## src/rtl/spc_pkg.sv

```systemverilog
package spc_pkg;

  // Widths of the pixel components and of the configuration registers.
  localparam int unsigned PIX_W      = 8;
  localparam int unsigned HUE_W      = 8;
  localparam int unsigned CFG_IDX_W  = 1;
  localparam int unsigned CFG_DATA_W = 8;

  // Register indexes on the configuration port.
  typedef enum logic [CFG_IDX_W-1:0] {
    CFG_HUE_LOW  = 1'b0,
    CFG_HUE_HIGH = 1'b1
  } cfg_index_t;

  // Reset values of the hue limits.
  localparam logic [HUE_W-1:0] HUE_LOW_RESET  = 8'd25;
  localparam logic [HUE_W-1:0] HUE_HIGH_RESET = 8'd230;

  typedef logic [PIX_W-1:0] pix_t;

endpackage

```

## src/rtl/spc_if.sv

```systemverilog
// Pixel channel: one RGB pixel per beat.
interface spc_pixel_if;
  import spc_pkg::*;

  logic valid;
  logic ready;
  pix_t red;
  pix_t green;
  pix_t blue;

  modport source (output valid, output red, output green, output blue, input ready);
  modport sink   (input valid, input red, input green, input blue, output ready);
endinterface

// Result channel: one skin flag per beat.
interface spc_result_if;
  logic valid;
  logic ready;
  logic is_skin;

  modport source (output valid, output is_skin, input ready);
  modport sink   (input valid, input is_skin, output ready);
endinterface

```

## src/rtl/skin_pixel_classifier_unit.sv

```systemverilog
// Skin pixel classifier.
// The block takes one RGB pixel per beat on in_chan and returns one skin flag
// per beat on out_chan, in the same order. A pixel is skin when the RGB rule
// (daylight or flash), the Cr/Cb bounds of full-range BT.601 and the hue
// window all pass. The user must write the hue limits through the cfg_ port
// (index 0 low limit, index 1 high limit) only while the block is idle; the
// block itself does not enforce this. The datapath is a three-stage pipeline:
// luma, RGB rule and hue numerator first, chroma and the hue products second,
// then the Cr/Cb bounds, the hue compare and the final AND into the output
// register. A pixel passes stage 1, stage 2 and the output register before
// out_chan.valid rises; a new pixel may be accepted in every cycle unless every
// stage is full and out_chan.ready is low, so throughput is one pixel per cycle.
// When the receiver holds out_chan.ready low, the result stays in the output
// register and the earlier stages keep filling until every stage is full;
// only then does in_chan.ready fall. Nothing is lost or repeated.
// Reset (rst_n low at a clock edge) empties the pipeline and sets the hue
// limits to 25 and 230.
module skin_pixel_classifier_unit (
  input  logic                           clk,
  input  logic                           rst_n,
  spc_pixel_if.sink                      in_chan,
  spc_result_if.source                   out_chan,
  input  logic                           cfg_we,
  input  logic [spc_pkg::CFG_IDX_W-1:0]  cfg_index,
  input  logic [spc_pkg::CFG_DATA_W-1:0] cfg_wdata
);
  import spc_pkg::*;

  // Luma and chroma coefficients, 14-bit fixed point.
  localparam logic [21:0] Y_R_COEF = 22'd4899;
  localparam logic [21:0] Y_G_COEF = 22'd9617;
  localparam logic [21:0] Y_B_COEF = 22'd1868;
  localparam logic [21:0] Y_ROUND  = 22'd8192;
  localparam logic signed [23:0] CR_COEF     = 24'sd11682;
  localparam logic signed [23:0] CB_COEF     = 24'sd9241;
  localparam logic signed [23:0] CHROMA_BIAS = 24'sd2105344;

  // Cr/Cb bound coefficients, scaled by 10000.
  localparam logic signed [25:0] CR_SCALE = 26'sd10000;
  localparam logic signed [25:0] B1_SLOPE = 26'sd15862;
  localparam logic signed [25:0] B1_OFFS  = 26'sd200000;
  localparam logic signed [25:0] B2_SLOPE = 26'sd3448;
  localparam logic signed [25:0] B2_OFFS  = 26'sd762069;
  localparam logic signed [25:0] B3_SLOPE = 26'sd45652;
  localparam logic signed [25:0] B3_OFFS  = 26'sd2345652;
  localparam logic signed [25:0] B4_SLOPE = 26'sd11500;
  localparam logic signed [25:0] B4_OFFS  = 26'sd3017500;
  localparam logic signed [25:0] B5_SLOPE = 26'sd22857;
  localparam logic signed [25:0] B5_OFFS  = 26'sd4328500;

  // RGB rule thresholds.
  localparam pix_t DAY_R_MIN   = 8'd95;
  localparam pix_t DAY_G_MIN   = 8'd40;
  localparam pix_t DAY_B_MIN   = 8'd20;
  localparam pix_t SPREAD_MIN  = 8'd15;
  localparam pix_t FLASH_R_MIN = 8'd220;
  localparam pix_t FLASH_G_MIN = 8'd210;
  localparam pix_t FLASH_B_MIN = 8'd170;

  // Clamps a chroma accumulator to 0..255 and takes its integer part.
  function automatic pix_t chroma_sat(input logic signed [23:0] acc);
    pix_t res;
    if (acc[23]) begin
      res = '0;
    end else if (acc[22]) begin
      res = '1;
    end else begin
      res = acc[21:14];
    end
    return res;
  endfunction

  // Configuration registers.
  logic [HUE_W-1:0] hue_low_r;
  logic [HUE_W-1:0] hue_high_r;

  always_ff @(posedge clk) begin
    if (!rst_n) begin
      hue_low_r  <= HUE_LOW_RESET;
      hue_high_r <= HUE_HIGH_RESET;
    end else if (cfg_we) begin
      case (cfg_index_t'(cfg_index))
        CFG_HUE_LOW:  hue_low_r  <= cfg_wdata[HUE_W-1:0];
        CFG_HUE_HIGH: hue_high_r <= cfg_wdata[HUE_W-1:0];
        default: ;
      endcase
    end
  end

  // Pipeline flow control: a stage loads when it is empty or its contents move on.
  logic v1_r, v2_r, v3_r;
  logic load1, load2, load3;

  assign load3 = !v3_r || out_chan.ready;
  assign load2 = !v2_r || load3;
  assign load1 = !v1_r || load2;
  assign in_chan.ready = load1;

  always_ff @(posedge clk) begin
    if (!rst_n) begin
      v1_r <= 1'b0;
      v2_r <= 1'b0;
      v3_r <= 1'b0;
    end else begin
      if (load1) v1_r <= in_chan.valid;
      if (load2) v2_r <= v1_r;
      if (load3) v3_r <= v2_r;
    end
  end

  // Stage 1: luma, RGB rule, hue numerator and chroma spread.
  pix_t r, g, b;
  pix_t mx, mn, spread, rg_abs;
  logic [21:0] luma_sum;
  logic [16:0] d17;
  logic        day_ok, flash_ok;
  logic [16:0] hue_n_nxt;

  assign r = in_chan.red;
  assign g = in_chan.green;
  assign b = in_chan.blue;

  always_comb begin
    mx       = (r > g) ? ((r > b) ? r : b) : ((g > b) ? g : b);
    mn       = (r < g) ? ((r < b) ? r : b) : ((g < b) ? g : b);
    spread   = mx - mn;
    rg_abs   = (r > g) ? (r - g) : (g - r);
    luma_sum = 22'(r) * Y_R_COEF + 22'(g) * Y_G_COEF + 22'(b) * Y_B_COEF + Y_ROUND;
    day_ok   = (r > DAY_R_MIN) && (g > DAY_G_MIN) && (b > DAY_B_MIN) &&
               (spread > SPREAD_MIN) && (rg_abs > SPREAD_MIN) && (r > g) && (r > b);
    flash_ok = (r > FLASH_R_MIN) && (g > FLASH_G_MIN) && (b > FLASH_B_MIN) &&
               (rg_abs <= SPREAD_MIN) && (r > b) && (g > b);
    d17      = 17'(spread);
    // Hue numerator: the hue in degrees times the spread; red wins ties,
    // then green. The result is never negative, so wrapping sums are exact.
    if (r >= g && r >= b) begin
      if (g >= b) begin
        hue_n_nxt = (17'(g) - 17'(b)) * 17'd60;
      end else begin
        hue_n_nxt = d17 * 17'd360 - (17'(b) - 17'(g)) * 17'd60;
      end
    end else if (g >= b) begin
      hue_n_nxt = d17 * 17'd120 + 17'(b) * 17'd60 - 17'(r) * 17'd60;
    end else begin
      hue_n_nxt = d17 * 17'd240 + 17'(r) * 17'd60 - 17'(g) * 17'd60;
    end
  end

  pix_t        s1_red_r, s1_blue_r, s1_luma_r, s1_spread_r;
  logic        s1_rgb_ok_r;
  logic [16:0] s1_hue_n_r;

  always_ff @(posedge clk) begin
    if (load1 && in_chan.valid) begin
      s1_red_r    <= r;
      s1_blue_r   <= b;
      s1_luma_r   <= luma_sum[21:14];
      s1_spread_r <= spread;
      s1_rgb_ok_r <= day_ok || flash_ok;
      s1_hue_n_r  <= hue_n_nxt;
    end
  end

  // Stage 2: chroma with saturation and the hue products.
  logic signed [8:0]  cr_diff, cb_diff;
  logic signed [23:0] cr_acc, cb_acc;

  always_comb begin
    cr_diff = signed'({1'b0, s1_red_r})  - signed'({1'b0, s1_luma_r});
    cb_diff = signed'({1'b0, s1_blue_r}) - signed'({1'b0, s1_luma_r});
    cr_acc  = 24'(cr_diff) * CR_COEF + CHROMA_BIAS;
    cb_acc  = 24'(cb_diff) * CB_COEF + CHROMA_BIAS;
  end

  pix_t        s2_cr_r, s2_cb_r;
  logic        s2_rgb_ok_r;
  logic [20:0] s2_hue_n17_r;
  logic [15:0] s2_low_d_r, s2_high_d_r;

  always_ff @(posedge clk) begin
    if (load2 && v1_r) begin
      s2_cr_r      <= chroma_sat(cr_acc);
      s2_cb_r      <= chroma_sat(cb_acc);
      s2_rgb_ok_r  <= s1_rgb_ok_r;
      s2_hue_n17_r <= 21'(s1_hue_n_r) * 21'd17;
      s2_low_d_r   <= 16'(hue_low_r) * 16'(s1_spread_r);
      s2_high_d_r  <= 16'(hue_high_r) * 16'(s1_spread_r);
    end
  end

  // Stage 3: Cr/Cb bounds, hue window and the final flag.
  logic signed [25:0] cr_s, cb_s, cr_scaled;
  logic               crcb_ok, hue_ok;
  logic [20:0]        low_lim, high_lim;

  always_comb begin
    cr_s      = signed'({18'd0, s2_cr_r});
    cb_s      = signed'({18'd0, s2_cb_r});
    cr_scaled = cr_s * CR_SCALE;
    crcb_ok   = (cr_scaled <= cb_s * B1_SLOPE + B1_OFFS) &&
                (cr_scaled >= cb_s * B2_SLOPE + B2_OFFS) &&
                (cr_scaled >= B3_OFFS - cb_s * B3_SLOPE) &&
                (cr_scaled <= B4_OFFS - cb_s * B4_SLOPE) &&
                (cr_scaled <= B5_OFFS - cb_s * B5_SLOPE);
    // Times 24 as two shifted copies.
    low_lim   = 21'({s2_low_d_r, 4'b0}) + 21'({s2_low_d_r, 3'b0});
    high_lim  = 21'({s2_high_d_r, 4'b0}) + 21'({s2_high_d_r, 3'b0});
    hue_ok    = (s2_hue_n17_r < low_lim) || (s2_hue_n17_r > high_lim);
  end

  logic skin_r;

  always_ff @(posedge clk) begin
    if (load3 && v2_r) begin
      skin_r <= s2_rgb_ok_r && crcb_ok && hue_ok;
    end
  end

  assign out_chan.valid   = v3_r;
  assign out_chan.is_skin = skin_r;

endmodule
```

## src/flat_wrapper.sv

```systemverilog
// flat-port wrapper written by rule: the top's interface ports become plain ports
module skin_pixel_classifier_unit_flat import spc_pkg::*;
  (clk, rst_n, cfg_we, cfg_index, cfg_wdata, in_chan_valid, in_chan_red, in_chan_green, in_chan_blue, in_chan_ready, out_chan_valid, out_chan_is_skin, out_chan_ready);
  spc_pixel_if in_chan_i ();
  spc_result_if out_chan_i ();
  input  logic clk;
  input  logic rst_n;
  input  logic cfg_we;
  input  logic [spc_pkg::CFG_IDX_W-1:0] cfg_index;
  input  logic [spc_pkg::CFG_DATA_W-1:0] cfg_wdata;
  input wire logic [$bits(in_chan_i.valid)-1:0] in_chan_valid;
  input wire logic [$bits(in_chan_i.red)-1:0] in_chan_red;
  input wire logic [$bits(in_chan_i.green)-1:0] in_chan_green;
  input wire logic [$bits(in_chan_i.blue)-1:0] in_chan_blue;
  output wire logic [$bits(in_chan_i.ready)-1:0] in_chan_ready;
  output wire logic [$bits(out_chan_i.valid)-1:0] out_chan_valid;
  output wire logic [$bits(out_chan_i.is_skin)-1:0] out_chan_is_skin;
  input wire logic [$bits(out_chan_i.ready)-1:0] out_chan_ready;
  assign in_chan_i.valid = in_chan_valid;
  assign in_chan_i.red = in_chan_red;
  assign in_chan_i.green = in_chan_green;
  assign in_chan_i.blue = in_chan_blue;
  assign in_chan_ready = in_chan_i.ready;
  assign out_chan_valid = out_chan_i.valid;
  assign out_chan_is_skin = out_chan_i.is_skin;
  assign out_chan_i.ready = out_chan_ready;
  skin_pixel_classifier_unit u_core (.clk(clk), .rst_n(rst_n), .in_chan(in_chan_i), .out_chan(out_chan_i), .cfg_we(cfg_we), .cfg_index(cfg_index), .cfg_wdata(cfg_wdata));
endmodule
```

## config.mk

```make
export PLATFORM = sky130hd
export DESIGN_NAME = skin_pixel_classifier_unit_flat
export DESIGN_NICKNAME = d
export VERILOG_FILES = /design/src/rtl/spc_pkg.sv /design/src/rtl/spc_if.sv /design/src/rtl/skin_pixel_classifier_unit.sv /design/src/flat_wrapper.sv
export SDC_FILE = /design/constraint.sdc
export NUM_CORES = 2
export LEC_CHECK = 0
export ABC_AREA = 1
export BUFFER_PORTS_ARGS = -buffer_cell sky130_fd_sc_hd__buf_4
export CAP_MARGIN = 20
export CORE_ASPECT_RATIO = 1.1
export CORE_MARGIN = 1
export CORE_UTILIZATION = 23
export DETAILED_ROUTE_END_ITERATION = 6
export SETUP_SLACK_MARGIN = 0.1
export SKIP_LAST_GASP = 1
export SLEW_MARGIN = 20
export SYNTH_ARGS = -nofsm -noshare
export SYNTH_HDL_FRONTEND = slang
export SYNTH_SLANG_ARGS = --single-unit
```

## constraint.sdc

```tcl
create_clock -name clk -period 14.1 [get_ports clk]
set_clock_uncertainty 0.05 [all_clocks]
set_input_delay 0.705 -clock clk [delete_from_list [all_inputs] [get_ports clk]]
set_output_delay 0.705 -clock clk [all_outputs]
set_load 0.005 [all_outputs]
```

==> results.sh <==
export IMPL_finalInstanceArea_sq_um=49300
export IMPL_yosys_warnings=0
export IMPL_htree_levels=4
export IMPL_clkTransAtPathRegs_ns=0.07
export IMPL_cp_common_cell="nand2_1"
export IMPL_fill_cells=21542
export IMPL_drtIter0Drc=1934
export IMPL_maxCapViolCount=0
export IMPL_grt_usage_pct=12.5
export IMPL_dr_total_vias=37708
export IMPL_rsz0062_at_grt="no"
export IMPL_synthesis_nets=7316
export IMPL_finalWorstPathRequiredPeriod_ns=9.55
export IMPL_final_cell_mix="inv_1, nand2_1, ha_1, a21oi_1, fa_1"
export IMPL_dr_pass1_iters=6
export IMPL_core_sq_um=195000
export IMPL_min_period_over_period_pct=67.8
export IMPL_final_common_cell="inv_1"
export IMPL_cts_resized=0
export IMPL_grt_pass1_vias=38404
export IMPL_numClockSinks=136
export IMPL_path_delay_family="adder cells"
export IMPL_die_w_microns=425
export IMPL_dp_hpwl_microns=105000
export IMPL_clock_fmax_mhz=105
export IMPL_worst_ep_required_time_ns=14.26
export IMPL_cp_arrival_ns=9.71
export IMPL_clkLatencyLatePin_ns=0.46
export IMPL_place_area_sq_um=48700
export IMPL_fin_tns_setup_ns=0
export IMPL_slew_violations=0
export IMPL_area_delta_synth_final_pct=8.94
export IMPL_rows=170
export IMPL_syn_area_sq_um=45200
export IMPL_reg2reg_depth=25
export IMPL_synthCells=5857
export IMPL_grt_antenna_before_repair=0
export IMPL_status="finished, final reports clean"
export IMPL_drive_gt1_share_pct=3.39
export IMPL_cts_root_buf="clkbuf_16"
export IMPL_synth_flop_cell="edfxtp_1"
export IMPL_path_buf_inv=6
export IMPL_worst_slew_pin_transition_ns=1.02
export IMPL_dieHeight_microns=467
export IMPL_slowest_stage="xor2_1"
export IMPL_avgViaCountPerCell=4.45
export IMPL_dieArea_sq_um=198000
export IMPL_nNetsFinal=7338
export IMPL_cp_num_cells=43
export IMPL_cts_tree="done"
export IMPL_start_util_pct=23.2
export IMPL_hold_viol=0
export IMPL_synth_seq_cells=136
export IMPL_synth_seq_area_share_pct=8.61
export IMPL_holdPathStages=0
export IMPL_syn_area_per_cell_sq_um=7.72
export IMPL_drc=0
export IMPL_postCtsHoldBufs=0
export IMPL_slowest_delay_ns=0.80
export IMPL_async_reset_ff_share_pct=0
export IMPL_clock_path_buffers=2
export IMPL_relSlewSlack_pct=31.9
export IMPL_grt_max_degree=69
export IMPL_cp_end_kind="register"
export IMPL_port_buffers=40
export IMPL_grt_pass1_wl_microns=200000
export IMPL_synth_distinct_cells=64
export IMPL_cp_start_kind="input pin"
export IMPL_n_antenna_cell=0
export IMPL_globalplace_congestion=0.910
export IMPL_setup_violations=0
export IMPL_synth_edf_count=117
export IMPL_hold_path_class="register to register"
export IMPL_wl_microns=124000
export IMPL_critPathKind="input pin to register"
export IMPL_wl_per_cell_microns=14.6
export IMPL_grt_overflow=0
export IMPL_ant_nets=0
export IMPL_crit_fanout=16
export IMPL_post_cts_buffers=0
export IMPL_cts_made_buffers=17
export IMPL_io_pins=41
==> routing by layer <==
layer	share of wire (%)	routed length (microns)	track usage, %	up-vias
met5	0	0	0	-
met2	49	60900	22.6	742
met3	3.4	4190	0.767	136
met4	2.6	3160	3.46	0
li1	-	-	-	18858
met1	45	55300	16.0	17972
==> state kept, by name, indices dropped and copies added, names as in the netlist, 15 cells and up <==
signal	cells
u_core.s2_low_d_r	16
u_core.s2_high_d_r	16
u_core.s1_hue_n_r	15
u_core.s2_hue_n17_r	19
==> cells in the mapped netlist (8+ instances only) <==
library cell	n	area, sq um
a211oi_1	13	97.6
a21o_1	25	188
a21oi_1	452	2260
a31oi_1	14	87.6
and2_1	9	56.3
buf_2	15	75.1
clkbuf_1	38	143
dfxtp_1	19	380
edfxtp_1	117	3510
fa_1	421	8430
ha_1	1000	12500
inv_1	1243	4670
inv_2	13	48.8
nand2_1	1101	4130
nand2_2	24	150
nand3_1	231	1160
nand3_2	12	120
nand3b_1	14	105
nand4_1	57	357
nor2_1	285	1070
nor3_1	49	245
nor4_1	8	50.1
o2111ai_1	9	78.8
o211ai_1	22	165
o21a_1	9	67.6
o21ai_0	177	886
o21ai_1	12	60.1
o21bai_1	34	255
o31ai_1	11	82.6
or2_2	11	68.8
xnor2_1	101	885
xor2_1	227	1990
xor2_2	10	163
==> cell type report <==
| type | instances | area (sq um) | share of cell area, % |
|---|---|---|---|
| clock inverter | 13 | 144 | 0.292 |
| tap | 2580 | 3230 | 6.55 |
| clock buffer | 19 | 475 | 0.965 |
| inverter | 1257 | 4720 | 9.58 |
| timing repair buffer | 57 | 428 | 0.868 |
| multi-input combinational | 4410 | 36400 | 73.8 |
| sequential | 136 | 3890 | 7.90 |
==> stage by stage <==
step | hold slack [ns] | instances | setup slack (ns) | utilization (%)
final | 0.380 | 8472 | 4.55 | 25.2
after global routing | 0.389 | 8472 | 3.66 | 25.2
after CTS | 0.372 | 8472 | 4.65 | 25.2
after detailed placement | 0.363 | 8440 | 4.16 | 24.9
after global placement | 0.360 | 8440 | 4.28 | 24.9
after floorplan | 0.350 | 5857 | 6.00 | -
==> worst paths after layout <==
path | end | slack (ns) | from
max | u_core.s1_hue_n_r[15] | 4.55 | in_chan_green[3]
max reg2reg | u_core.out_chan.is_skin | 6.72 | u_core.s2_cb_r[4]
min reg2reg | u_core.s2_rgb_ok_r | 0.38 | u_core.s1_rgb_ok_r
min | u_core.s2_rgb_ok_r | 0.38 | u_core.s1_rgb_ok_r
==> logic make-up (layout without fill, tap and decap cells) <==
family / count (synthesis) / in the layout / synth area share (%)
AO/OA/AOI/OAI: 823 / 823 / 10.2
XOR/XNOR: 343 / 343 / 6.91
adder cells (fa/ha/maj): 1421 / 1421 / 46.3
buffers and inverters: 1311 / 1346 / 10.9
flip-flops: 136 / 136 / 8.61
AND/OR/NAND/NOR: 1823 / 1823 / 17.0
Power is left out: the tool's default activity adds up to more than one toggle a clock period on the data nets, which glitch-free logic cannot reach.
